## src/gpio_chord_key_mapper_top_macros.svh

```systemverilog
// assertion helpers used by gckm_back
`ifndef GPIO_CHORD_KEY_MAPPER_TOP_MACROS_SVH
`define GPIO_CHORD_KEY_MAPPER_TOP_MACROS_SVH

// same-cycle implication
`define GCKM_ASSERT_IMPL(label, clk, rst_n, lhs, rhs) \
    label: assert property (@(posedge clk) disable iff (!rst_n) (lhs) |-> (rhs)) \
        else $error("gckm assertion failed");

// next-cycle implication
`define GCKM_ASSERT_NEXT(label, clk, rst_n, lhs, rhs) \
    label: assert property (@(posedge clk) disable iff (!rst_n) (lhs) |=> (rhs)) \
        else $error("gckm assertion failed");

`endif

```

## src/gckm_pkg.sv

```systemverilog
`timescale 1ns / 1ps

package gckm_pkg;

    localparam int NUM_GPIOS_DEF    = 16;
    localparam int NUM_MAPPINGS_DEF = 4;
    localparam int QUEUE_DEPTH      = 2;

    localparam logic [1:0] CMD_EXPANDER  = 2'd0;
    localparam logic [1:0] CMD_POWER     = 2'd1;
    localparam logic [1:0] CMD_MAP_WRITE = 2'd2;

    localparam logic [2:0] REG_PIN_MAP    = 3'd0;
    localparam logic [2:0] REG_POLARITY   = 3'd1;
    localparam logic [2:0] REG_GPIO_COUNT = 3'd2;
    localparam logic [2:0] REG_SHORT_KEY  = 3'd3;
    localparam logic [2:0] REG_LONG_KEY   = 3'd4;

    localparam logic [63:0] PIN_MAP_RST    = 64'hFEDC_BA98_7654_3210;
    localparam logic [15:0] POLARITY_RST   = 16'd0;
    localparam logic [4:0]  GPIO_COUNT_RST = 5'd16;
    localparam logic [9:0]  SHORT_KEY_RST  = 10'd16;
    localparam logic [9:0]  LONG_KEY_RST   = 10'd28;

    typedef struct packed {
        logic [1:0]  command;
        logic [15:0] irq_mask;
        logic [15:0] level_mask;
        logic        short_press;
        logic        long_press;
        logic [1:0]  entry_index;
        logic [15:0] entry_gpios;
        logic [9:0]  entry_key;
        logic        entry_kind;
    } in_t;

    typedef struct packed {
        logic [9:0] key_code;
        logic       pressed;
        logic       kind;
        logic [1:0] slot;
        logic       last;
    } out_t;

    typedef struct packed {
        logic [63:0] pin_map;
        logic [15:0] polarity_mask;
        logic [4:0]  gpio_count;
        logic [9:0]  short_press_key;
        logic [9:0]  long_press_key;
    } cfg_t;

    typedef struct packed {
        logic [1:0]  command;
        logic [15:0] now;
        logic [15:0] prev;
        logic [15:0] hit;
        logic [15:0] used;
        logic        short_press;
        logic        long_press;
        logic [1:0]  entry_index;
        logic [15:0] entry_gpios;
        logic [9:0]  entry_key;
        logic        entry_kind;
    } job_t;

endpackage

```

## src/gpio_chord_key_mapper_top.sv

```systemverilog
`timescale 1ns / 1ps

// Chord key mapper. A command is taken when start is high and busy is low; a two-entry
// queue sits between the command front end and the event engine, so busy rises only when
// both entries wait. An expander event walks every gpio against every mapping slot, one
// slot per cycle. Results come out one per cycle at most, each valid on strobe for a
// single cycle, and the receiver cannot stall them; a result is held back until the
// next one of the same command is found or the command finishes, and shows on strobe
// the cycle after that, so the final one of a command can carry last. Registers sit on
// the APB port at byte address 8*i, 64-bit data.

module gpio_chord_key_mapper_top
    import gckm_pkg::*;
#(
    parameter int NUM_GPIOS    = NUM_GPIOS_DEF,
    parameter int NUM_MAPPINGS = NUM_MAPPINGS_DEF
)
(
    input  logic        clk,
    input  logic        rst_n,
    input  logic        start,
    output logic        busy,
    input  in_t         item,
    output logic        strobe,
    output out_t        result,
    input  logic        psel,
    input  logic        penable,
    input  logic        pwrite,
    input  logic [5:0]  paddr,
    input  logic [63:0] pwdata,
    output logic [63:0] prdata,
    output logic        pready
);

    cfg_t cfg_reg;
    cfg_t cfg_next;
    logic wr_en;
    logic accept;
    logic push;
    logic pop;
    logic empty;
    logic full;
    job_t wr_job;
    job_t rd_job;

    assign pready = 1'b1;
    assign wr_en  = psel && penable && pwrite && pready;
    assign busy   = full;
    assign accept = start && !busy;

    always_comb
    begin
        cfg_next = cfg_reg;
        if (wr_en)
        begin
            case (paddr[5:3])
                REG_PIN_MAP:    cfg_next.pin_map         = pwdata;
                REG_POLARITY:   cfg_next.polarity_mask   = pwdata[15:0];
                REG_GPIO_COUNT: cfg_next.gpio_count      = pwdata[4:0];
                REG_SHORT_KEY:  cfg_next.short_press_key = pwdata[9:0];
                REG_LONG_KEY:   cfg_next.long_press_key  = pwdata[9:0];
                default:        cfg_next = cfg_reg;
            endcase
        end
    end

    always_comb
    begin
        case (paddr[5:3])
            REG_PIN_MAP:    prdata = cfg_reg.pin_map;
            REG_POLARITY:   prdata = 64'(cfg_reg.polarity_mask);
            REG_GPIO_COUNT: prdata = 64'(cfg_reg.gpio_count);
            REG_SHORT_KEY:  prdata = 64'(cfg_reg.short_press_key);
            REG_LONG_KEY:   prdata = 64'(cfg_reg.long_press_key);
            default:        prdata = '0;
        endcase
    end

    always_ff @(posedge clk or negedge rst_n)
    begin
        if (!rst_n)
        begin
            cfg_reg.pin_map         <= PIN_MAP_RST;
            cfg_reg.polarity_mask   <= POLARITY_RST;
            cfg_reg.gpio_count      <= GPIO_COUNT_RST;
            cfg_reg.short_press_key <= SHORT_KEY_RST;
            cfg_reg.long_press_key  <= LONG_KEY_RST;
        end
        else
        begin
            cfg_reg <= cfg_next;
        end
    end

    gckm_front #(
        .NUM_GPIOS (NUM_GPIOS)
    ) u_front (
        .clk    (clk),
        .rst_n  (rst_n),
        .accept (accept),
        .item   (item),
        .cfg    (cfg_reg),
        .push   (push),
        .job    (wr_job)
    );

    gckm_fifo #(
        .DEPTH (QUEUE_DEPTH)
    ) u_fifo (
        .clk    (clk),
        .rst_n  (rst_n),
        .push   (push),
        .wr_job (wr_job),
        .pop    (pop),
        .rd_job (rd_job),
        .empty  (empty),
        .full   (full)
    );

    gckm_back #(
        .NUM_GPIOS    (NUM_GPIOS),
        .NUM_MAPPINGS (NUM_MAPPINGS)
    ) u_back (
        .clk    (clk),
        .rst_n  (rst_n),
        .cfg    (cfg_reg),
        .empty  (empty),
        .rd_job (rd_job),
        .pop    (pop),
        .strobe (strobe),
        .result (result)
    );

endmodule

```

## src/gckm_front.sv

```systemverilog
`timescale 1ns / 1ps

module gckm_front
    import gckm_pkg::*;
#(
    parameter int NUM_GPIOS = NUM_GPIOS_DEF
)
(
    input  logic clk,
    input  logic rst_n,
    input  logic accept,
    input  in_t  item,
    input  cfg_t cfg,
    output logic push,
    output job_t job
);

    logic [NUM_GPIOS-1:0] levels_reg;
    logic [NUM_GPIOS-1:0] levels_next;
    logic [NUM_GPIOS-1:0] now;
    logic [NUM_GPIOS-1:0] irq_hit;
    logic [NUM_GPIOS-1:0] used;
    logic [4:0]           cnt;

    always_comb
    begin
        cnt = (cfg.gpio_count > 5'(NUM_GPIOS)) ? 5'(NUM_GPIOS) : cfg.gpio_count;
        for (int g = 0; g < NUM_GPIOS; g++)
        begin
            used[g]    = (5'(g) < cnt);
            now[g]     = used[g] & item.level_mask[cfg.pin_map[4*g +: 4]];
            irq_hit[g] = item.irq_mask[cfg.pin_map[4*g +: 4]];
        end
    end

    always_comb
    begin
        job.command     = item.command;
        job.now         = 16'(now);
        job.prev        = 16'(levels_reg);
        job.hit         = 16'((irq_hit | (now ^ levels_reg)) & used);
        job.used        = 16'(used);
        job.short_press = item.short_press;
        job.long_press  = item.long_press;
        job.entry_index = item.entry_index;
        job.entry_gpios = item.entry_gpios;
        job.entry_key   = item.entry_key;
        job.entry_kind  = item.entry_kind;
        push = accept && (item.command inside {CMD_EXPANDER, CMD_POWER, CMD_MAP_WRITE});
        levels_next = (accept && item.command == CMD_EXPANDER) ? now : levels_reg;
    end

    always_ff @(posedge clk or negedge rst_n)
    begin
        if (!rst_n)
        begin
            levels_reg <= '0;
        end
        else
        begin
            levels_reg <= levels_next;
        end
    end

endmodule

```

## src/gckm_fifo.sv

```systemverilog
`timescale 1ns / 1ps

module gckm_fifo
    import gckm_pkg::*;
#(
    parameter int DEPTH = QUEUE_DEPTH
)
(
    input  logic clk,
    input  logic rst_n,
    input  logic push,
    input  job_t wr_job,
    input  logic pop,
    output job_t rd_job,
    output logic empty,
    output logic full
);

    localparam int PW = $clog2(DEPTH);
    localparam int CW = $clog2(DEPTH + 1);

    job_t          entries_reg [DEPTH];
    logic [PW-1:0] wr_ptr_reg;
    logic [PW-1:0] wr_ptr_next;
    logic [PW-1:0] rd_ptr_reg;
    logic [PW-1:0] rd_ptr_next;
    logic [CW-1:0] count_reg;
    logic [CW-1:0] count_next;

    assign empty  = (count_reg == '0);
    assign full   = (count_reg == CW'(DEPTH));
    assign rd_job = entries_reg[rd_ptr_reg];

    always_comb
    begin
        wr_ptr_next = wr_ptr_reg;
        rd_ptr_next = rd_ptr_reg;
        count_next  = count_reg;
        if (push)
        begin
            wr_ptr_next = (wr_ptr_reg == PW'(DEPTH - 1)) ? '0 : wr_ptr_reg + 1'b1;
        end
        if (pop)
        begin
            rd_ptr_next = (rd_ptr_reg == PW'(DEPTH - 1)) ? '0 : rd_ptr_reg + 1'b1;
        end
        if (push && !pop)
        begin
            count_next = count_reg + 1'b1;
        end
        else if (pop && !push)
        begin
            count_next = count_reg - 1'b1;
        end
    end

    always_ff @(posedge clk)
    begin
        if (push)
        begin
            entries_reg[wr_ptr_reg] <= wr_job;
        end
    end

    always_ff @(posedge clk or negedge rst_n)
    begin
        if (!rst_n)
        begin
            wr_ptr_reg <= '0;
            rd_ptr_reg <= '0;
            count_reg  <= '0;
        end
        else
        begin
            wr_ptr_reg <= wr_ptr_next;
            rd_ptr_reg <= rd_ptr_next;
            count_reg  <= count_next;
        end
    end

endmodule

```

## src/gckm_back.sv

```systemverilog
`timescale 1ns / 1ps
`include "gpio_chord_key_mapper_top_macros.svh"

module gckm_back
    import gckm_pkg::*;
#(
    parameter int NUM_GPIOS    = NUM_GPIOS_DEF,
    parameter int NUM_MAPPINGS = NUM_MAPPINGS_DEF
)
(
    input  logic clk,
    input  logic rst_n,
    input  cfg_t cfg,
    input  logic empty,
    input  job_t rd_job,
    output logic pop,
    output logic strobe,
    output out_t result
);

    localparam int GW = (NUM_GPIOS > 1) ? $clog2(NUM_GPIOS) : 1;
    localparam int SW = (NUM_MAPPINGS > 1) ? $clog2(NUM_MAPPINGS) : 1;

    localparam logic [1:0] ST_IDLE  = 2'd0;
    localparam logic [1:0] ST_WALK  = 2'd1;
    localparam logic [1:0] ST_POWER = 2'd2;
    localparam logic [1:0] ST_FLUSH = 2'd3;

    logic [1:0]           state_reg;
    logic [1:0]           state_next;
    job_t                 job_reg;
    job_t                 job_next;
    logic [GW-1:0]        g_reg;
    logic [GW-1:0]        g_next;
    logic [SW-1:0]        s_reg;
    logic [SW-1:0]        s_next;
    logic                 found_reg;
    logic                 found_next;
    logic [1:0]           pstep_reg;
    logic [1:0]           pstep_next;

    logic [NUM_GPIOS-1:0] members_reg [NUM_MAPPINGS];
    logic [NUM_GPIOS-1:0] members_next [NUM_MAPPINGS];
    logic [9:0]           code_reg [NUM_MAPPINGS];
    logic [9:0]           code_next [NUM_MAPPINGS];
    logic                 mtype_reg [NUM_MAPPINGS];
    logic                 mtype_next [NUM_MAPPINGS];
    logic                 active_reg [NUM_MAPPINGS];
    logic                 active_next [NUM_MAPPINGS];

    logic                 pend_valid_reg;
    logic                 pend_valid_next;
    out_t                 pend_reg;
    out_t                 pend_next;
    logic                 out_valid_reg;
    logic                 out_valid_next;
    out_t                 out_reg;
    out_t                 out_next;

    logic                 gen;
    out_t                 gen_res;
    logic [NUM_GPIOS-1:0] pol;
    logic [NUM_GPIOS-1:0] now;
    logic [NUM_GPIOS-1:0] prev;
    logic [NUM_GPIOS-1:0] hit;
    logic [NUM_GPIOS-1:0] used;
    logic [NUM_GPIOS-1:0] levels;
    logic [NUM_GPIOS-1:0] act;
    logic [NUM_GPIOS-1:0] mem;
    logic                 activation;
    logic                 match;

    assign strobe = out_valid_reg;
    assign result = out_reg;

    // per step chord match for the current gpio and slot
    always_comb
    begin
        pol        = cfg.polarity_mask[NUM_GPIOS-1:0];
        now        = job_reg.now[NUM_GPIOS-1:0];
        prev       = job_reg.prev[NUM_GPIOS-1:0];
        hit        = job_reg.hit[NUM_GPIOS-1:0];
        used       = job_reg.used[NUM_GPIOS-1:0];
        activation = ~(now[g_reg] ^ pol[g_reg]);
        levels     = activation ? now : prev;
        act        = ~(levels ^ pol) & used;
        mem        = members_reg[s_reg];
        match      = hit[g_reg] && mem[g_reg] && ((mem & ~act) == '0);
    end

    always_comb
    begin
        state_next      = state_reg;
        job_next        = job_reg;
        g_next          = g_reg;
        s_next          = s_reg;
        found_next      = found_reg;
        pstep_next      = pstep_reg;
        members_next    = members_reg;
        code_next       = code_reg;
        mtype_next      = mtype_reg;
        active_next     = active_reg;
        pend_valid_next = pend_valid_reg;
        pend_next       = pend_reg;
        out_valid_next  = 1'b0;
        out_next        = out_reg;
        pop             = 1'b0;
        gen             = 1'b0;
        gen_res         = '0;

        case (state_reg)
            ST_IDLE:
            begin
                if (!empty)
                begin
                    pop      = 1'b1;
                    job_next = rd_job;
                    case (rd_job.command)
                        CMD_EXPANDER:
                        begin
                            state_next = ST_WALK;
                            g_next     = '0;
                            s_next     = '0;
                            found_next = 1'b0;
                        end
                        CMD_POWER:
                        begin
                            state_next = ST_POWER;
                            pstep_next = '0;
                        end
                        CMD_MAP_WRITE:
                        begin
                            if ({1'b0, rd_job.entry_index} < 3'(NUM_MAPPINGS))
                            begin
                                members_next[rd_job.entry_index[SW-1:0]] =
                                    rd_job.entry_gpios[NUM_GPIOS-1:0];
                                code_next[rd_job.entry_index[SW-1:0]]    = rd_job.entry_key;
                                mtype_next[rd_job.entry_index[SW-1:0]]   = rd_job.entry_kind;
                                active_next[rd_job.entry_index[SW-1:0]]  = 1'b0;
                            end
                        end
                        default:
                        begin
                            state_next = ST_IDLE;
                        end
                    endcase
                end
            end
            ST_WALK:
            begin
                gen_res.key_code = code_reg[s_reg];
                gen_res.kind     = mtype_reg[s_reg];
                gen_res.slot     = 2'(s_reg);
                if (match)
                begin
                    if (activation)
                    begin
                        if (found_reg && active_reg[s_reg])
                        begin
                            active_next[s_reg] = 1'b0;
                            gen                = 1'b1;
                            gen_res.pressed    = 1'b0;
                        end
                        else if (!found_reg)
                        begin
                            active_next[s_reg] = 1'b1;
                            gen                = 1'b1;
                            gen_res.pressed    = 1'b1;
                        end
                    end
                    else if (active_reg[s_reg])
                    begin
                        active_next[s_reg] = 1'b0;
                        gen                = 1'b1;
                        gen_res.pressed    = 1'b0;
                    end
                end
                found_next = found_reg | match;
                if (s_reg == SW'(NUM_MAPPINGS - 1))
                begin
                    s_next     = '0;
                    found_next = 1'b0;
                    if (g_reg == GW'(NUM_GPIOS - 1))
                    begin
                        state_next = ST_FLUSH;
                    end
                    else
                    begin
                        g_next = g_reg + 1'b1;
                    end
                end
                else
                begin
                    s_next = s_reg + 1'b1;
                end
            end
            ST_POWER:
            begin
                gen_res.kind    = 1'b0;
                gen_res.slot    = '0;
                gen_res.pressed = ~pstep_reg[0];
                if (pstep_reg[1])
                begin
                    gen              = job_reg.long_press;
                    gen_res.key_code = cfg.long_press_key;
                end
                else
                begin
                    gen              = job_reg.short_press;
                    gen_res.key_code = cfg.short_press_key;
                end
                if (pstep_reg == 2'd3)
                begin
                    state_next = ST_FLUSH;
                end
                else
                begin
                    pstep_next = pstep_reg + 1'b1;
                end
            end
            ST_FLUSH:
            begin
                if (pend_valid_reg)
                begin
                    out_valid_next = 1'b1;
                    out_next       = pend_reg;
                    out_next.last  = 1'b1;
                end
                pend_valid_next = 1'b0;
                state_next      = ST_IDLE;
            end
            default:
            begin
                state_next = ST_IDLE;
            end
        endcase

        // hold one result back so the final one can be marked
        if (gen)
        begin
            if (pend_valid_reg)
            begin
                out_valid_next = 1'b1;
                out_next       = pend_reg;
            end
            pend_next       = gen_res;
            pend_valid_next = 1'b1;
        end
    end

    always_ff @(posedge clk)
    begin
        job_reg   <= job_next;
        g_reg     <= g_next;
        s_reg     <= s_next;
        found_reg <= found_next;
        pstep_reg <= pstep_next;
        pend_reg  <= pend_next;
        out_reg   <= out_next;
    end

    always_ff @(posedge clk or negedge rst_n)
    begin
        if (!rst_n)
        begin
            state_reg      <= ST_IDLE;
            pend_valid_reg <= 1'b0;
            out_valid_reg  <= 1'b0;
            for (int s = 0; s < NUM_MAPPINGS; s++)
            begin
                members_reg[s] <= '0;
                code_reg[s]    <= '0;
                mtype_reg[s]   <= 1'b0;
                active_reg[s]  <= 1'b0;
            end
        end
        else
        begin
            state_reg      <= state_next;
            pend_valid_reg <= pend_valid_next;
            out_valid_reg  <= out_valid_next;
            members_reg    <= members_next;
            code_reg       <= code_next;
            mtype_reg      <= mtype_next;
            active_reg     <= active_next;
        end
    end

    `GCKM_ASSERT_NEXT(a_flush_marks_last, clk, rst_n, state_reg == ST_FLUSH && pend_valid_reg, out_valid_reg && out_reg.last)
    `GCKM_ASSERT_IMPL(a_idle_nothing_held, clk, rst_n, state_reg == ST_IDLE, !pend_valid_reg)
    `GCKM_ASSERT_NEXT(a_no_early_last, clk, rst_n, state_reg == ST_WALK || state_reg == ST_POWER, !(out_valid_reg && out_reg.last))

endmodule

```

## config.mk

```make
export PLATFORM = sky130hd
export DESIGN_NAME = gpio_chord_key_mapper_top
export DESIGN_NICKNAME = d
export VERILOG_FILES = /design/src/gckm_pkg.sv /design/src/gpio_chord_key_mapper_top.sv /design/src/gckm_front.sv /design/src/gckm_fifo.sv /design/src/gckm_back.sv
export VERILOG_INCLUDE_DIRS = /design/src /design/src/src
export SDC_FILE = /design/constraint.sdc
export NUM_CORES = 1
export LEC_CHECK = 0
export BUFFER_PORTS_ARGS = -buffer_cell sky130_fd_sc_hd__buf_2
export CAP_MARGIN = 20
export CELL_PAD_IN_SITES_DETAIL_PLACEMENT = 0
export CELL_PAD_IN_SITES_GLOBAL_PLACEMENT = 1
export CORE_MARGIN = 1
export CORE_UTILIZATION = 37
export DETAILED_ROUTE_END_ITERATION = 16
export PLACE_DENSITY = 0.63
export SYNTH_ARGS = -nofsm -noshare
export SYNTH_HDL_FRONTEND = slang
export SYNTH_SLANG_ARGS = --single-unit
```

## constraint.sdc

```tcl
create_clock -name clk -period 12.2 [get_ports clk]
set_input_delay 1.22 -clock clk [delete_from_list [all_inputs] [get_ports clk]]
set_output_delay 1.22 -clock clk [all_outputs]
set_load 0.01 [all_outputs]
```

* After elaboration in Yosys (flattened, before gate mapping)
Memory sizes are Yosys's and may differ from the RTL's.
Cells that the tools add are included.
** Storage, ports and cells
- Register bits :: 345
- Memory bits (writable) :: 194
- Input bits :: 141
- Output and inout bits :: 82
- Word-level logic and storage cells :: 353
- Memories kept :: 1
** Cells by class
- Add/subtract/negate cells :: 7
- $lt $le $gt $ge :: 38
- Equality and inequality tests :: 28
- Mux-type cells :: 159
- Bitwise gates (word level) :: 35
- Reductions and logical operators :: 38
** Memory list
- u_fifo.entries_reg :: words 2, bits a word 97, rd ports 1, clocked after Yosys merged registers in 0, wr ports 1, line gckm_fifo.sv:22 : job_t entries_reg [DEPTH];
** Operator list (number)
- 64-bit one-hot mux with 5 select lines :: 1
- 1-bit binary-select mux with 4-bit select :: 36
- 4-bit by 5-bit < comparator with 1-bit output, second input constant :: 17
- 1-bit 2-to-1 mux :: 66
- 64-bit bitwise mux :: 1
- 16-bit 2-to-1 mux :: 4
- 15-bit 2-to-1 mux :: 4
- 16-bit AND :: 3
- 4-bit 2-to-1 mux :: 11
- 40-bit bitwise mux :: 1
- 4-bit by 5-bit < comparator with 1-bit output, first input constant :: 8
- 10-bit 2-to-1 mux :: 4
- 16-bit binary-select mux with 2-bit select :: 1
- 16-bit demux with 2-bit select :: 1
- 16-bit inverter :: 2
- 16-bit bitwise XOR :: 2
- 14-bit one-hot mux with 2 select lines :: 1
- 2-bit 2-to-1 mux :: 12
- 10-bit binary-select mux with 2-bit select :: 1
- 10-bit demux with 2-bit select :: 1
- 3-bit by 5-bit < comparator with 1-bit output, first input constant :: 4
- 1-bit AND :: 16
- 16-bit logical NOT :: 1
- 16-bit bitwise OR :: 1
- other kinds (46) :: 106

* Logic depth before layout (Yosys ltp)
- Word-level depth :: 14
- Gate-level depth with buffers :: 14
- Gate-level depth less buffers :: 12

* Cells and area by module
A second synthesis with hierarchy kept.
** Second synthesis, totals
- Cells, all modules :: 1789
- Area total of the unflattened synthesis :: 28096.9 µm²
** By module, submodules not included
- gckm_back :: times used 1, cells an instance 713, area each 10328.7 µm², seq. area each 6025.8 µm²
- gckm_fifo :: times used 1, cells an instance 318, area each 7259.5 µm², seq. area each 5925.7 µm²
- gckm_front :: times used 1, cells an instance 428, area each 5743.0 µm², seq. area each 400.4 µm²
- gpio_chord_key_mapper_top :: times used 1, cells an instance 330, area each 4765.8 µm², seq. area each 2673.8 µm²

* Worst setup path before layout
No wires, ideal clock.
- Path kind :: input to register
- From :: input port start
- To :: memory u_fifo.entries_reg[0][0] in the netlist's numbering, enable pin
- Library setup time :: 565 ps
- Arrival time :: 5875 ps
- Data required time :: 11635 ps
- Path slack :: 5760 ps
- Cell stages on the path :: 3
- Buffers on the path :: 0
- Cell sequence :: o21ai_0 -> a21oi_1 -> nor2b_1
** Between the ends
- Cells in the longest elaborated chain, start to end :: 4
** Ends and longest elaborated chain
- from (decl) :: line gpio_chord_key_mapper_top.sv:21 : input logic start,
- 1-bit logical AND :: line gpio_chord_key_mapper_top.sv:49 : assign accept = start && !busy;
- 1-bit logical AND :: line gckm_front.sv:49 : push = accept && (item.command inside {CMD_EXPANDER, CMD_POWER, CMD_MAP_WRITE});
- named net push :: line gpio_chord_key_mapper_top.sv:39 : logic push;
- 1-bit 2-to-1 mux :: line gckm_fifo.sv:59 : if (push)
- 1-bit 2-to-1 mux (not written as such) :: line gckm_fifo.sv:61 : entries_reg[wr_ptr_reg] <= wr_job;
- to (decl) :: line gckm_fifo.sv:22
The timed path passes the listed nets, and every way through them passes these cells.

* Worst setup path in the final report
- From :: register u_back.g_reg[1]
- To :: register u_back.out_valid_reg (netlist: u_back.strobe)
** Between the ends
- Cells in the longest elaborated chain, start to end :: 14
- Elaborated cells on any way between the ends :: 22
- Classes of those cells :: 13 x mux; 6 x bitwise; 3 x reduce/logical
** Ends and longest elaborated chain
- from (decl) :: line gckm_back.sv:33 : logic [GW-1:0] g_reg;
- from (signal assigned) :: line gckm_back.sv:254 : g_reg <= g_next;
- 1-bit binary-select mux with 4-bit select :: line gckm_back.sv:84 : activation = ~(now[g_reg] ^ pol[g_reg]);
- 1-bit 2-to-1 mux (not written as such) :: line gckm_back.sv:84
- 1-bit bitwise XOR :: line gckm_back.sv:84
- 16-bit 2-to-1 mux :: line gckm_back.sv:85 : levels = activation ? now : prev;
- 16-bit bitwise XOR :: line gckm_back.sv:86 : act = ~(levels ^ pol) & used;
- 16-bit inverter :: line gckm_back.sv:86
- 16-bit AND :: line gckm_back.sv:86
- 16-bit inverter :: line gckm_back.sv:88 : match = hit[g_reg] && mem[g_reg] && ((mem & ~act) == '0);
- 16-bit AND :: line gckm_back.sv:88
- 16-bit logical NOT :: line gckm_back.sv:88
- 1-bit logical AND :: line gckm_back.sv:88
- 1-bit 2-to-1 mux (*) :: line gckm_back.sv:154 : if (match)
- 1-bit one-hot mux with 2 select lines (*) :: line gckm_back.sv:111 : case (state_reg)
- 1-bit 2-to-1 mux (*) :: line gckm_back.sv:239 : if (gen)
- named net u_back.out_valid_next :: line gckm_back.sv:56 : logic out_valid_next;
- to (signal assigned) :: line gckm_back.sv:281 : out_valid_reg <= out_valid_next;
- to (decl) :: line gckm_back.sv:55 : logic out_valid_reg;
The timed path passes the listed nets; every way through them passes the cells marked *. The select of a mux whose other input is x is not followed.
A chain may end at the register's enable or synchronous reset.

==> flow_summary.json <==
{
  "maxCapViolations": 0,
  "period_needed_ns": 5.01,
  "hold_path.class": "reg -> reg",
  "synth.area.top_cells": "edfxtp_1 (33%), dfrtp_1 (19%), mux4_2 (17%)",
  "overflow": 0,
  "via_count": 16449,
  "ctsRootBufferMaster": "clkbuf_16",
  "n_fill_cell": 6498,
  "hold_buffers": 0,
  "startpoint": "u_back.g_reg[1]",
  "power.switching_mw": 2.51,
  "endpoint": "u_back.strobe",
  "worst_path_max_delay_cell": "edfxtp_1",
  "cts_sinks": 539,
  "post-synth-top-count-cell": "edfxtp_1",
  "synth_top_area_share_pct": 33.3,
  "worst_ep_arrival_time_ns": 5.54,
  "initial_core_util_pct": 37.5,
  "wire_per_inst_um": 23.9,
  "yosysWarnings": 0,
  "reg2reg_to": "u_back.strobe",
  "drt_first_pass_iters": 5,
  "synth_commonest_cells": "edfxtp_1 (298), dfrtp_1 (204), mux4_2 (199), mux2_2 (187), nor2_1 (166)",
  "grt_pass1_vias": 16945,
  "row_count": 98,
  "final-max-slew-violation-count": 0,
  "clk_path_buf_depth": 3,
  "syn_inst": 1855,
  "preCtsSetupSlack_ns": 7.02,
  "drc_errors": 0,
  "io_pins": 223,
  "clock_power_share_pct": 26.1,
  "detail-route-antenna-nets": 0,
  "nNetsFinal": 2152,
  "viasPerCell": 5.48,
  "gp_congestion": 0.796,
  "status": "finished, final reports clean",
  "cp.required_ns": 12.73,
  "grt_max_degree": 105,
  "r2r_start": "u_back.g_reg[1]",
  "ys_types": 64,
  "synth_compound_gate_area_share_pct": 5.39,
  "synth_top_family_by_area": "multiplexers",
  "fin_skew_ns": 0.0346,
  "crit_chain": "mux4_2 > a22oi_1 > nand3_2 > xor2_2 > buf_4 > a21oi_1 > a311oi_1 > a22o_1 > a2111oi_2 > and2_4 > a311oi_4 > inv_2 > and2_1",
  "async_flop_share_pct": 44.7,
  "power_leakage_nw": 11.8,
  "synth-adder-area-share_pct": 0.559,
  "hpwl_um": 47300,
  "hold_violations": 0,
  "synthSimpleGateAreaFrac_pct": 6.72,
  "cts_tree": "done",
  "cts-resized-gates": 0,
  "rrSetupSlack_ns": 7.19,
  "synth_edf_count": 298,
  "rsz0062_at_grt": "no",
  "relSlewSlack_pct": 35.2,
  "largest_register_ffs": 194,
  "crit_cells": 13,
  "cp_slowest_stage_delay_ns": 0.95,
  "totalWireLength_um": 71800,
  "coreArea_um2": 71600,
  "ys_ff_latch": 539,
  "drt_iter0_drc": 1231,
  "die_w_um": 271,
  "post-cts-setup-buffers": 0,
  "combPwrFrac_pct": 30.8,
  "path_buf_inv": 2,
  "clk_latency_ns": 0.65,
  "worstSetupEndpointType": "flop",
  "syn2layout_area_growth_pct": 15.1,
  "worstSetupPathType": "reg -> reg",
  "synth_ff_type": "edfxtp_1",
  "die-area_um2": 73600,
  "pwr-share-seq_pct": 43.1,
  "synth_seq_area_share_pct": 56.0,
  "power_mw": 7.45,
  "grt.total_usage_pct": 19.6,
  "worst_slack_ns": 7.19,
  "fmax_mhz": 200,
  "fin_tns_setup_ns": 0,
  "grt_pass1_wl_um": 109000,
  "path_max_fanout": 20,
  "drive_gt1_share_pct": 38.2,
  "syn_nets": 2008,
  "synth_xor_area_share_pct": 1.07,
  "p_per_area_nw_per_um2": 241,
  "worst_pin_slew_ns": 0.972,
  "cts.htree.levels": 2,
  "irDropWorstVdd_uv": 112,
  "numCtsBuffers": 61,
  "syn-cell-area_um2": 26800,
  "die_h_um": 271,
  "reg2reg_depth": 13,
  "critPathTopFamily": "compound AO/OA/AOI/OAI gates",
  "start_kind": "flop",
  "clk_pin_slew_ns": 0.06,
  "synth_top_area_cell": "edfxtp_1",
  "synthMuxAreaShare_pct": 27.5,
  "finalSetupViolCount": 0,
  "intPower_mw": 4.93,
  "synth.avg_cell_area_um2": 14.5,
  "port-buffer-count": 218,
  "switching_share_pct": 33.7,
  "finalCritPeriodShare_pct": 41.1,
  "antenna_found_initial": 2
}
==> worst min-delay path by stage <==
stage,start,endpoint,slack [ns],depth (start not counted)
after detailed placement,u_back.members_reg[6],u_back.members_reg[6],0.47,2
after CTS,u_back.members_reg[6],u_back.members_reg[6],0.48,2
final,u_back.code_reg[2],u_back.code_reg[2],0.48,2
after global placement,u_back.code_reg[6],u_back.code_reg[6],0.46,2
after floorplan,u_back.code_reg[0],u_back.code_reg[0],0.44,2
after global routing,u_back.members_reg[5],u_back.members_reg[5],0.51,2
==> power groups by stage <==
| stage | clock network (mW) | registers [mW] | logic (mW) |
|---|---|---|---|
| 2_1_floorplan | 0 | 2.95 | 1.83 |
| 3_3_place_gp | 0 | 3.22 | 2.28 |
| 3_5_place_dp | 0 | 3.26 | 2.32 |
| 4_1_cts | 1.99 | 3.23 | 2.33 |
| 5_1_grt | 2.06 | 3.30 | 2.51 |
| 6_report | 1.94 | 3.21 | 2.29 |
==> metrics by stage <==
step                hold slack, ns  util [%]  cells  instance area, um2
global placement             0.458      40.1   2885               28700
global route                 0.510      43.1   3001               30900
CTS                          0.485      43.1   3000               30900
finish                       0.478      43.1   3002               30900
floorplan                    0.445         -   1855               26800
detailed placement           0.471      40.1   2885               28700
==> worst min-delay path, delay by kind of cell, from the launching register on <==
family | cells | cell delay (ns)
compound gates | 1 | 0.06
flops | 1 | 0.34
simple gates | 1 | 0.05
==> cells in the final DEF, fill, tap and decap left out, drive strengths merged, types with 18 or more instances in the layout <==
master,n
a21oi,96
and2,77
buf,241
clkbuf,81
clkinv,18
dfrtp,204
dfstp,37
edfxtp,298
inv,28
mux2,191
mux2i,75
mux4,199
nand2,73
nand3,33
nor2,166
o21ai,57
xor2,27
==> logic make-up (layout without fill, tap and decap cells) <==
group           after synthesis  after routing
compound gates              232            232
mux                         465            465
buf+inv                     186            382
fa+ha+maj                    12             12
flops                       539            539
simple gates                388            388
other cells                   1              2
xor+xnor                     32             32
==> routing by layer <==
layer	vias to the layer above	track usage (%)	wire length [um]
li1	7316	-	-
met1	8422	26.1	29700
met2	589	32.4	35600
met3	122	3.41	4410
met4	0	6.30	2130
met5	-	0	0
==> final cells by class <==
type	count	area (um2)	area share, %
clock buffers	81	1680	5.45
well taps	950	1190	3.85
clock inverters	34	480	1.56
repair buffers	241	1290	4.19
diodes	1	2.50	0.00810
inverters	26	97.6	0.316
multi-input cells	1130	11100	36.0
flip-flops and latches	539	15000	48.6
Note: power is estimated with default switching activity, not from simulation.
